File: config.mk
export PLATFORM = sky130hd
export DESIGN_NAME = rational_left_to_right_evaluator_core
export DESIGN_NICKNAME = d
export VERILOG_FILES = /design/src/rtl/core/rlte_pkg.sv /design/src/rtl/core/rlte_reducer.sv /design/src/rtl/core/rational_left_to_right_evaluator_core.sv
export SDC_FILE = /design/constraint.sdc
export NUM_CORES = 2
export LEC_CHECK = 0
export CELL_PAD_IN_SITES_DETAIL_PLACEMENT = 1
export CELL_PAD_IN_SITES_GLOBAL_PLACEMENT = 1
export CORE_ASPECT_RATIO = 1.2
export CORE_MARGIN = 4
export CORE_UTILIZATION = 50
export CTS_CLUSTER_SIZE = 30
export DETAILED_ROUTE_END_ITERATION = 8
export DONT_BUFFER_PORTS = 1
export PLACE_DENSITY = 0.78
export SYNTH_ARGS = -nofsm -noshare
export SYNTH_HDL_FRONTEND = slang
export SYNTH_SLANG_ARGS = --single-unit
File: constraint.sdc
create_clock -name clk -period 7.94 [get_ports clk]
set_clock_uncertainty 0.1 [all_clocks]
set_input_delay 0.794 -clock clk [delete_from_list [all_inputs] [get_ports clk]]
set_output_delay 0.794 -clock clk [all_outputs]
set_load 0.1 [all_outputs]
File: src/rtl/core/rlte_pkg.sv
package rlte_pkg;

	// Fraction range: numerator magnitude and denominator live in signed VW-bit range
	localparam int VW        = 32;
	localparam int MAG_W     = VW;
	localparam int DEN_W     = VW - 1;
	localparam int TOK_W     = 8;
	localparam int PROD_W    = MAG_W + TOK_W;
	localparam int CNT_W     = $clog2(MAG_W);
	localparam int NUM_OUT_W = 32;
	localparam int DEN_OUT_W = 31;

	// Largest positive value of the signed range
	localparam logic [PROD_W-1:0] POS_LIM = (PROD_W'(1) << (VW - 1)) - PROD_W'(1);

	// Token kinds
	localparam logic KIND_NUMBER   = 1'b0;
	localparam logic KIND_OPERATOR = 1'b1;

	typedef enum logic [1:0] {
		OP_ADD = 2'd0,
		OP_SUB = 2'd1,
		OP_MUL = 2'd2,
		OP_DIV = 2'd3
	} op_t;

	typedef struct packed {
		logic             op;
		logic [TOK_W-1:0] value;
	} token_t;

	typedef struct packed {
		logic                        accepted;
		logic signed [NUM_OUT_W-1:0] numerator;
		logic [DEN_OUT_W-1:0]        denominator;
		logic                        overflow;
		logic                        divide_by_zero;
	} result_t;

	// Request to the gcd / reduction unit
	typedef struct packed {
		logic             start;
		logic [MAG_W-1:0] mag;
		logic [DEN_W-1:0] den;
	} red_req_t;

	// Reduced fraction back from the unit
	typedef struct packed {
		logic             done;
		logic [MAG_W-1:0] mag;
		logic [DEN_W-1:0] den;
	} red_rsp_t;

endpackage

File: src/rtl/core/rlte_reducer.sv
module rlte_reducer (
	input  logic              clk,
	input  logic              arst_n,
	input  rlte_pkg::red_req_t req,
	output rlte_pkg::red_rsp_t rsp
);
	import rlte_pkg::*;

	typedef enum logic [3:0] {
		U_IDLE = 4'b0001,
		U_GCD  = 4'b0010,
		U_DIVA = 4'b0100,
		U_DIVB = 4'b1000
	} u_state_t;

	u_state_t         state_q;
	logic [MAG_W-1:0] a_q;
	logic [MAG_W-1:0] b_q;
	logic [CNT_W-1:0] k_q;
	logic [MAG_W-1:0] g_q;
	logic [MAG_W-1:0] m_q;
	logic [MAG_W-1:0] d_q;
	logic [MAG_W-1:0] rem_q;
	logic [MAG_W-1:0] quo_q;
	logic [CNT_W-1:0] cnt_q;
	logic [MAG_W-1:0] qa_q;
	logic             done_q;

	logic [MAG_W:0]   rem_sh;
	logic [MAG_W:0]   sub_x;
	logic [MAG_W:0]   sub_y;
	logic [MAG_W+1:0] diff_full;
	logic [MAG_W:0]   diff;
	logic [MAG_W:0]   neg_diff;
	logic             borrow;
	logic [MAG_W-1:0] rem_nx;
	logic [MAG_W-1:0] quo_nx;
	logic             last;

	// Shared subtractor: a - b during gcd, partial remainder - g during division
	assign rem_sh = {rem_q, quo_q[MAG_W-1]};
	always_comb begin
		if (state_q == U_GCD) begin
			sub_x = {1'b0, a_q};
			sub_y = {1'b0, b_q};
		end else begin
			sub_x = rem_sh;
			sub_y = {1'b0, g_q};
		end
	end
	assign diff_full = {1'b0, sub_x} - {1'b0, sub_y};
	assign diff      = diff_full[MAG_W:0];
	assign borrow    = diff_full[MAG_W+1];
	assign neg_diff  = (~diff) + (MAG_W+1)'(1);

	// Restoring division step
	assign rem_nx = borrow ? rem_sh[MAG_W-1:0] : diff[MAG_W-1:0];
	assign quo_nx = {quo_q[MAG_W-2:0], ~borrow};
	assign last   = (cnt_q == CNT_W'(MAG_W - 1));

	// Sequence: binary gcd, then divide numerator, then denominator
	always_ff @(posedge clk or negedge arst_n) begin
		if (!arst_n) begin
			state_q <= U_IDLE;
			a_q     <= '0;
			b_q     <= '0;
			k_q     <= '0;
			g_q     <= '0;
			m_q     <= '0;
			d_q     <= '0;
			rem_q   <= '0;
			quo_q   <= '0;
			cnt_q   <= '0;
			qa_q    <= '0;
			done_q  <= 1'b0;
		end else begin
			done_q <= 1'b0;
			unique case (state_q)
				U_IDLE: begin
					if (req.start) begin
						m_q   <= req.mag;
						d_q   <= MAG_W'(req.den);
						a_q   <= req.mag;
						b_q   <= MAG_W'(req.den);
						k_q   <= '0;
						cnt_q <= '0;
						if (req.mag == '0) begin
							// gcd of zero and den is den
							g_q     <= MAG_W'(req.den);
							rem_q   <= '0;
							quo_q   <= req.mag;
							state_q <= U_DIVA;
						end else begin
							state_q <= U_GCD;
						end
					end
				end
				U_GCD: begin
					priority if (a_q == b_q) begin
						g_q     <= a_q << k_q;
						rem_q   <= '0;
						quo_q   <= m_q;
						cnt_q   <= '0;
						state_q <= U_DIVA;
					end else if (!a_q[0] && !b_q[0]) begin
						a_q <= a_q >> 1;
						b_q <= b_q >> 1;
						k_q <= k_q + CNT_W'(1);
					end else if (!a_q[0]) begin
						a_q <= a_q >> 1;
					end else if (!b_q[0]) begin
						b_q <= b_q >> 1;
					end else if (!borrow) begin
						a_q <= diff[MAG_W:1];
					end else begin
						b_q <= neg_diff[MAG_W:1];
					end
				end
				U_DIVA: begin
					rem_q <= rem_nx;
					quo_q <= quo_nx;
					cnt_q <= cnt_q + CNT_W'(1);
					if (last) begin
						qa_q    <= quo_nx;
						rem_q   <= '0;
						quo_q   <= d_q;
						cnt_q   <= '0;
						state_q <= U_DIVB;
					end
				end
				U_DIVB: begin
					rem_q <= rem_nx;
					quo_q <= quo_nx;
					cnt_q <= cnt_q + CNT_W'(1);
					if (last) begin
						done_q  <= 1'b1;
						state_q <= U_IDLE;
					end
				end
				default: begin
					state_q <= U_IDLE;
				end
			endcase
		end
	end

	assign rsp.done = done_q;
	assign rsp.mag  = qa_q;
	assign rsp.den  = DEN_W'(quo_q);

endmodule

File: src/rtl/core/rational_left_to_right_evaluator_core.sv
// Channel   Dir  Handshake                     Word
// token     in   token_valid / token_ready     rlte_pkg::token_t  (op, value)
// result    out  result_valid / result_ready   rlte_pkg::result_t (accepted, fraction, flags)
//
// An operator, a rejected token, a first number or a number after an error goes
// from idle straight to the output state. A folded number takes a multiply, a
// range check, binary gcd steps and 2 x 32 restoring division steps, the last two
// on the one subtractor of the reduction unit, plus the output load.
// arst_n clears the fraction to 0/1, the flags and the sequence.
// token_ready is high only while no token is in work; one result word may wait
// in the output register while the next token is taken.
module rational_left_to_right_evaluator_core (
	input  logic              clk,
	input  logic              arst_n,
	input  logic              token_valid,
	output logic              token_ready,
	input  rlte_pkg::token_t  token,
	output logic              result_valid,
	input  logic              result_ready,
	output rlte_pkg::result_t result
);
	import rlte_pkg::*;

	typedef enum logic [4:0] {
		S_IDLE = 5'b00001,
		S_MUL  = 5'b00010,
		S_FOLD = 5'b00100,
		S_RED  = 5'b01000,
		S_OUT  = 5'b10000
	} state_t;

	state_t            state_q;
	logic [MAG_W-1:0]  mag_q;
	logic [DEN_W-1:0]  den_q;
	logic              neg_q;
	op_t               pend_q;
	logic              last_q;
	logic              empty_q;
	logic              ovf_q;
	logic              dbz_q;
	logic [TOK_W-1:0]  n_q;
	logic              ok_q;
	logic [PROD_W-1:0] prod_q;
	logic              start_q;
	logic              res_valid_q;
	result_t           res_q;

	logic              tok_ok;
	logic [MAG_W-1:0]  mul_a;
	logic [PROD_W-1:0] mul_p;
	logic [PROD_W-1:0] mag_x;
	logic [PROD_W-1:0] lim;
	logic [PROD_W-1:0] add_sum;
	logic [PROD_W:0]   sub_d;
	logic              sub_neg;
	logic [PROD_W:0]   sub_mag;
	logic              f_ovf;
	logic [MAG_W-1:0]  f_mag;
	logic [DEN_W-1:0]  f_den;
	logic              f_neg;
	logic              show;
	logic signed [VW-1:0] num_s;
	result_t           res_d;
	logic              out_free;
	red_req_t          req;
	red_rsp_t          rsp;

	// Alternation check
	assign tok_ok = empty_q ? (token.op == KIND_NUMBER) : (token.op != last_q);

	// Multiplier: numerator for multiply, denominator otherwise
	assign mul_a = (pend_q == OP_MUL) ? mag_q : MAG_W'(den_q);
	assign mul_p = mul_a * n_q;

	// Range check and fold of the product into the fraction
	assign mag_x   = PROD_W'(mag_q);
	assign lim     = neg_q ? (POS_LIM + PROD_W'(1)) : POS_LIM;
	assign add_sum = mag_x + prod_q;
	assign sub_d   = {1'b0, mag_x} - {1'b0, prod_q};
	assign sub_neg = sub_d[PROD_W];
	assign sub_mag = sub_neg ? ((~sub_d) + (PROD_W+1)'(1)) : sub_d;

	always_comb begin
		f_ovf = 1'b0;
		f_mag = mag_q;
		f_den = den_q;
		f_neg = neg_q;
		unique case (pend_q)
			OP_ADD, OP_SUB: begin
				if (prod_q > POS_LIM) begin
					f_ovf = 1'b1;
				end else if (neg_q == (pend_q == OP_ADD)) begin
					// signs differ: subtract magnitudes
					f_mag = MAG_W'(sub_mag);
					f_neg = neg_q ^ sub_neg;
				end else if (add_sum > lim) begin
					f_ovf = 1'b1;
				end else begin
					f_mag = MAG_W'(add_sum);
				end
			end
			OP_MUL: begin
				if (prod_q > lim) begin
					f_ovf = 1'b1;
				end else begin
					f_mag = MAG_W'(prod_q);
				end
			end
			OP_DIV: begin
				if (prod_q > POS_LIM) begin
					f_ovf = 1'b1;
				end else begin
					f_den = DEN_W'(prod_q);
				end
			end
			default: begin
				f_ovf = 1'b0;
			end
		endcase
	end

	// Reduction unit
	assign req.start = start_q;
	assign req.mag   = mag_q;
	assign req.den   = den_q;

	rlte_reducer u_reducer (
		.clk    (clk),
		.arst_n (arst_n),
		.req    (req),
		.rsp    (rsp)
	);

	// Sequencer
	always_ff @(posedge clk or negedge arst_n) begin
		if (!arst_n) begin
			state_q <= S_IDLE;
			mag_q   <= '0;
			den_q   <= DEN_W'(1);
			neg_q   <= 1'b0;
			pend_q  <= OP_ADD;
			last_q  <= KIND_NUMBER;
			empty_q <= 1'b1;
			ovf_q   <= 1'b0;
			dbz_q   <= 1'b0;
			n_q     <= '0;
			ok_q    <= 1'b0;
			prod_q  <= '0;
			start_q <= 1'b0;
		end else begin
			start_q <= 1'b0;
			unique case (state_q)
				S_IDLE: begin
					if (token_valid) begin
						ok_q    <= tok_ok;
						n_q     <= token.value;
						state_q <= S_OUT;
						if (tok_ok && token.op == KIND_OPERATOR) begin
							pend_q <= op_t'(token.value[1:0]);
							last_q <= KIND_OPERATOR;
						end else if (tok_ok) begin
							last_q  <= KIND_NUMBER;
							empty_q <= 1'b0;
							if (empty_q) begin
								mag_q <= MAG_W'(token.value);
								den_q <= DEN_W'(1);
								neg_q <= 1'b0;
							end else if (!ovf_q && !dbz_q) begin
								if (pend_q == OP_DIV && token.value == '0) begin
									dbz_q <= 1'b1;
								end else begin
									state_q <= S_MUL;
								end
							end
						end
					end
				end
				S_MUL: begin
					prod_q  <= mul_p;
					state_q <= S_FOLD;
				end
				S_FOLD: begin
					if (f_ovf) begin
						ovf_q   <= 1'b1;
						state_q <= S_OUT;
					end else begin
						mag_q   <= f_mag;
						den_q   <= f_den;
						neg_q   <= f_neg;
						start_q <= 1'b1;
						state_q <= S_RED;
					end
				end
				S_RED: begin
					if (rsp.done) begin
						mag_q <= rsp.mag;
						den_q <= rsp.den;
						if (rsp.mag == '0) begin
							neg_q <= 1'b0;
						end
						state_q <= S_OUT;
					end
				end
				S_OUT: begin
					if (out_free) begin
						state_q <= S_IDLE;
					end
				end
				default: begin
					state_q <= S_IDLE;
				end
			endcase
		end
	end

	// Build the result word from the updated state
	assign show  = !empty_q && (last_q == KIND_NUMBER);
	assign num_s = neg_q ? -$signed(mag_q) : $signed(mag_q);

	always_comb begin
		res_d.accepted       = ok_q;
		res_d.numerator      = show ? NUM_OUT_W'(num_s) : '0;
		res_d.denominator    = show ? DEN_OUT_W'(den_q) : DEN_OUT_W'(1);
		res_d.overflow       = ovf_q;
		res_d.divide_by_zero = dbz_q;
	end

	// Output register: load in the output state when empty or being drained, clear when drained, hold otherwise
	assign out_free = !res_valid_q || result_ready;

	always_ff @(posedge clk or negedge arst_n) begin
		if (!arst_n) begin
			res_valid_q <= 1'b0;
			res_q       <= '0;
		end else if (state_q == S_OUT && out_free) begin
			res_valid_q <= 1'b1;
			res_q       <= res_d;
		end else if (result_ready) begin
			res_valid_q <= 1'b0;
		end
	end

	assign token_ready  = (state_q == S_IDLE);
	assign result_valid = res_valid_q;
	assign result       = res_q;

endmodule

After elaboration in Yosys (flattened, before gate mapping)
Index checks and enable logic that the tools add are counted.

cells by class
  reductions and logical operators = 44
  multipliers = 1
  equality and inequality tests = 43
  bitwise gates (word level) = 8
  shift-type cells = 1
  order comparisons = 3
  multiplexer cells = 107
  $add $sub $neg = 8

operator list
  cell                     number
  $mux W32                 40
  $mux W31                 9
  $pmux W32 S2             4
  $pmux W32 S4             2
  $pmux W32 S3             1
  $pmux W31 S3             1
  $gt A40 B32 Y1           2
  $mux W5                  14
  $logic_not A32 Y1        2
  $sub A32 B40 Y41         1
  $add A32 B40 Y40         1
  $gt A40 B31 Y1 const B   1
  $mul A32 B8 Y40          1
  $sub A33 B32 Y34         1
  $add A33 B1 Y33 const B  1
  $mux W33                 1
  $not A33 Y33             1
  $add A32 B1 Y32 const B  1
  $eq A32 B32 Y1           1
  $neg A32 Y32             1
  $not A32 Y32             1
  $shl A32 B5 Y32          1
  $pmux W5 S5              1
  $mux W1                  24
  43 further kinds         102

storage, ports and cells
  word-level logic and storage cells = 248
  bits in registers = 462
  bits of input ports = 13
  output and inout port bits = 68

Depth between registers and ports, before layout
  depth in word-level cells = 11
  depth in mapped cells = 28
  gate-level depth less buffers = 25

Modules after synthesis
Synthesis repeated with hierarchy kept, for this count alone.

unflattened totals
  cell total of the unflattened synthesis = 4927
  area total of the unflattened synthesis = 41115.7 sq um

modules (own cells, without submodules)
  module                                 instances  area each (sq um)  cells each
  rational_left_to_right_evaluator_core  1          23120.9            2802
  rlte_reducer                           1          17994.8            2125

Worst setup path after synthesis
Ideal clock, no wire load.

  path kind = register to register
  start = reg pend_q[1]
  end = reg prod_q[38]
  buffers on the path = 3
  clock period less this slack = 6.594 ns
  cell stages (with the launch flop) = 26
  setup time = 0.135 ns
  data arrival time = 6.359 ns
  slack = 1.346 ns
  data required time = 7.705 ns
  cells stage by stage = dfrtp_1 > clkbuf_1 > nor2b_1 > buf_1 > clkbuf_1 > nand2_1 > nand2_1 > nand2_1 > fa_1 > inv_1 > fa_1 > fa_1 > fa_1 > ha_1 > a21o_1 > a21o_1 > a21o_1 > o2bb2ai_1 > a21oi_1 > o31ai_1 > o31ai_1 > o31ai_1 > or4_1 > a31oi_1 > xor2_1 > o21ai_0

on the way
  longest elaborated chain between the ends = 3

ends and longest elaborated chain
  item                      RTL line                                      source
  start: declaration        rational_left_to_right_evaluator_core.sv:36   op_t pend_q;
  start signal: assignment  rational_left_to_right_evaluator_core.sv:159  pend_q <= op_t'(token.value[1:0]);
  $eq A2 B2 Y1              rational_left_to_right_evaluator_core.sv:72   assign mul_a = (pend_q == OP_MUL) ? mag_q : MAG_W'(den_q);
  $mux W32                  rational_left_to_right_evaluator_core.sv:72
  $mul A32 B8 Y40           rational_left_to_right_evaluator_core.sv:73   assign mul_p = mul_a * n_q;
  end signal: assignment    rational_left_to_right_evaluator_core.sv:179  prod_q <= mul_p;
  end: declaration          rational_left_to_right_evaluator_core.sv:43   logic [PROD_W-1:0] prod_q;

Every way passes these cells.
A chain may end at the register's enable or synchronous reset.

Worst setup path in the final report
Ends and elaborated chain as after synthesis.

==> run_results.csv <==
group,metric,value,unit
sta,tightest_slew,1750,ps
detailed_routing,drt_wl_total,166000,um
sta,drv_slew,107,
synth,ys_warn_count,0,
sta,min_period_over_period,0.939,
floorplanning,row_count,113,
synth,async_flop_share,1.00,
cts,cts_tree,"done",
run_status,status,"finished, violations left",
synth,yosysSeqAreaShare,0.290,
cts,clk_pin_slew,60,ps
finish,area_growth_syn_to_layout,8.34,%
floorplanning,start_util,0.504,
cts,worstSkewPairLatency,680,ps
global_routing,antenna_found_initial,13,
finish,nNetsFinal,5207,
synth,ys_ff_latch,462,
setup_path,cp-end-kind,"register",
finish,final_layout_size_suffix_gt1_frac,0.0650,
floorplanning,die_width,266,um
place,gp_congestion,0.988,
floorplanning,ios,81,
synth,syn-cell-area,0.0399,mm^2
setup_path,worstPathArrival,7840,ps
synth,yosys-top-cells-area,"dfrtp_1, nand2_1, fa_1",
cts,clock_path_buffers,3,
run_status,failed_checks,"negative hold slack, max-slew violations",
synth,yosysUniqueCellTypes,99,
sta,holdWs,-291,ps
sta,rsz0062_at_grt,"false",
cts,post_cts_buffers,0,
detailed_routing,dr.pass1.iters,6,
synth,synth_cells,4898,
cts,cts_root_buf,"clkbuf_16",
sta,slew_headroom,-0.163,
sta,finalCriticalPeriod,7460,ps
detailed_routing,num_vias,38009,
min_path,min_path_type,"in2async",
synth,yosysTopAreaCell,"dfrtp_1",
cts,cts_resized,0,
floorplanning,fp.dieH,317,um
cts,clock_sinks,462,
place,port_buffers,0,
cts,htree_levels,2,
finish,fillers,9646,
synth,avgSynthCellArea,8.14,um^2
run,cap_viol_max_count,0,
global_routing,grt_pass1_vias,39652,
detailed_routing,drc_errors,0,
setup_path,cp_max_fo,21,
synth,synthFlopType,"dfrtp_1",
detailed_routing,first_iter_violations,3248,
place,place_ws,733,ps
global_routing,grt-ovfl-total,0,
setup_path,critical_path_class,"reg2reg",
sta,max_freq,134,MHz
synth,synth_edf_count,0,
sta,fin_ws,482,ps
sta,hold_violations,166,
global_routing,grt_max_degree,463,
detailed_routing,wl_per_cell,28.3,um
place,hpwlAfterDp,124000,um
setup_path,startpoint_type,"register",
floorplanning,dieArea,0.0844,mm^2
sta,setup_viol,0,
detailed_routing,avgViaCountPerCell,6.48,
setup_path,r2r_cells,21,
global_routing,grt_usage,0.390,
setup_path,critPathRequiredTime,8320,ps
global_routing,grt_pass1_wl,251000,um
synth,yosys.area.top_type_share,0.287,
floorplanning,core_area,0.0792,mm^2
cts,numCtsBuffers,55,
detailed_routing,ant_nets,0,
sta,tns,0,ps
synth,syn-num-nets,5322,
## synth_stat cells, drive strengths merged, types with 9 or more instances
| library cell | number |
|---|---|
| nand3 | 61 |
| dfrtp | 458 |
| a31oi | 39 |
| nor2 | 259 |
| clkbuf | 256 |
| nand4 | 43 |
| o31ai | 36 |
| or2 | 11 |
| nor4 | 32 |
| xnor2 | 107 |
| ha | 228 |
| a21oi | 267 |
| o211ai | 26 |
| buf | 36 |
| o21ai | 457 |
| a211o | 13 |
| mux2 | 14 |
| a221oi | 51 |
| or3 | 21 |
| a22oi | 37 |
| fa | 183 |
| nor2b | 43 |
| xor2 | 128 |
| nor3 | 68 |
| inv | 268 |
| and2 | 108 |
| o41ai | 10 |
| nand2b | 33 |
| o22ai | 9 |
| o21bai | 17 |
| mux4 | 19 |
| a211oi | 31 |
| a311oi | 9 |
| o311ai | 12 |
| o21a | 38 |
| a221o | 19 |
| or4 | 13 |
| and3 | 28 |
| a222oi | 28 |
| nand2 | 1115 |
| a21o | 79 |
| mux2i | 84 |
## metal layers
layer	vias to the layer above	part of all wire	global-route usage
met5	-	0.00017	0
met4	4	0.10	0.317
met3	613	0.069	0.0789
met2	1387	0.47	0.647
met1	19328	0.36	0.434
li1	16677	-	-
## worst max-delay path, cell delays in order, from the launching register on
cell	delay [ps]
dfrtp_1	510
nor2b_4	610
mux2i_1	640
nand2b_1	210
fa_1	460
fa_1	550
inv_1	60
fa_1	510
fa_1	500
ha_1	320
o21a_1	170
o21ai_0	240
a211o_1	170
o2bb2ai_1	120
a21oi_1	340
o31ai_1	190
o31ai_1	460
o31ai_1	190
or4_1	440
a31oi_1	210
xor2_1	150
o21ai_0	90
## sequential cells by signal, summed over array words and instances, names as in the netlist, 2 cells and up
signal and count:
u_reducer.k_q 5, u_reducer.m_q 32, prod_q 40, n_q 8, u_reducer.cnt_q 5, u_reducer.b_q 32
den_q 31, u_reducer.quo_q 32, result 66, mag_q 32, pend_q 2, u_reducer.d_q 31
u_reducer.g_q 32, state_q 5, u_reducer.a_q 32, u_reducer.state_q 4, u_reducer.rem_q 32, u_reducer.qa_q 32
## logic make-up (layout without fill, tap and decap cells)
group | count (synthesis) | in the layout | synth area share
flops | 462 | 462 | 0.290
simple gates | 1867 | 1867 | 0.207
other cells | 0 | 6 | 0
compound gates | 1246 | 1246 | 0.198
buf+inv | 560 | 490 | 0.0536
fa+ha+maj | 411 | 411 | 0.163
xor+xnor | 235 | 235 | 0.0518
mux | 117 | 117 | 0.0358
## worst paths after layout
path                                                from                               to  slack, ps
setup / recovery                   pend_q[1]$_DFFE_PN0P_           prod_q[38]$_DFFE_PN0P_        480
hold / removal                                    arst_n           result[41]$_DFFE_PN0P_       -290
setup reg to reg                   pend_q[1]$_DFFE_PN0P_           prod_q[38]$_DFFE_PN0P_        480
hold reg to reg            u_reducer.m_q[29]$_DFFE_PN0P_    u_reducer.m_q[29]$_DFFE_PN0P_        380
max in group asynchronous                         arst_n  u_reducer.rem_q[18]$_DFFE_PN0P_       6610
min in group clk                                token[4]               n_q[4]$_DFFE_PN0P_        170
## through the flow
step	instances	hold WS, ps	cell area, um^2	util
after floorplan	4898	345	39900	-
after global placement	5761	357	41100	0.520
after detailed placement	5761	363	41100	0.520
after CTS	5863	-300	43200	0.545
after global routing	5864	-312	43200	0.546
final	5869	-291	43200	0.546
## layout make-up
type	count	area, um^2	area share
Antenna cell	6	15.0	0.000348
Sequential cell	462	11600	0.268
Multi-Input combinational cell	3876	26300	0.609
Inverter	268	1010	0.0233
Clock buffer	69	1460	0.0338
Timing Repair Buffer	120	946	0.0219
Tap cell	1035	1290	0.0300
Clock inverter	33	596	0.0138
## layout by cell type (no fill, tap or decap), types with 28 or more instances in the layout
cell	netlist	layout
nand2_1	1114	1112
dfrtp_1	458	457
o21ai_0	445	445
inv_1	268	268
a21oi_1	267	266
nor2_1	258	255
ha_1	228	228
fa_1	183	183
xor2_1	128	128
buf_4	2	117
and2_1	108	107
xnor2_1	106	105
mux2i_1	84	84
a21o_1	79	78
nor3_1	65	65
nand3_1	61	60
clkbuf_16	0	55
a221oi_1	51	51
nand4_1	43	43
nor2b_1	43	42
a31oi_1	38	38
o21a_1	38	37
a22oi_1	37	37
o31ai_1	35	34
nand2b_1	33	32
a211oi_1	30	30
nor4_1	29	29
a222oi_1	28	28
Power is left out: the tool's default activity adds up to more than one toggle a clock period on the data nets, which glitch-free logic cannot reach.
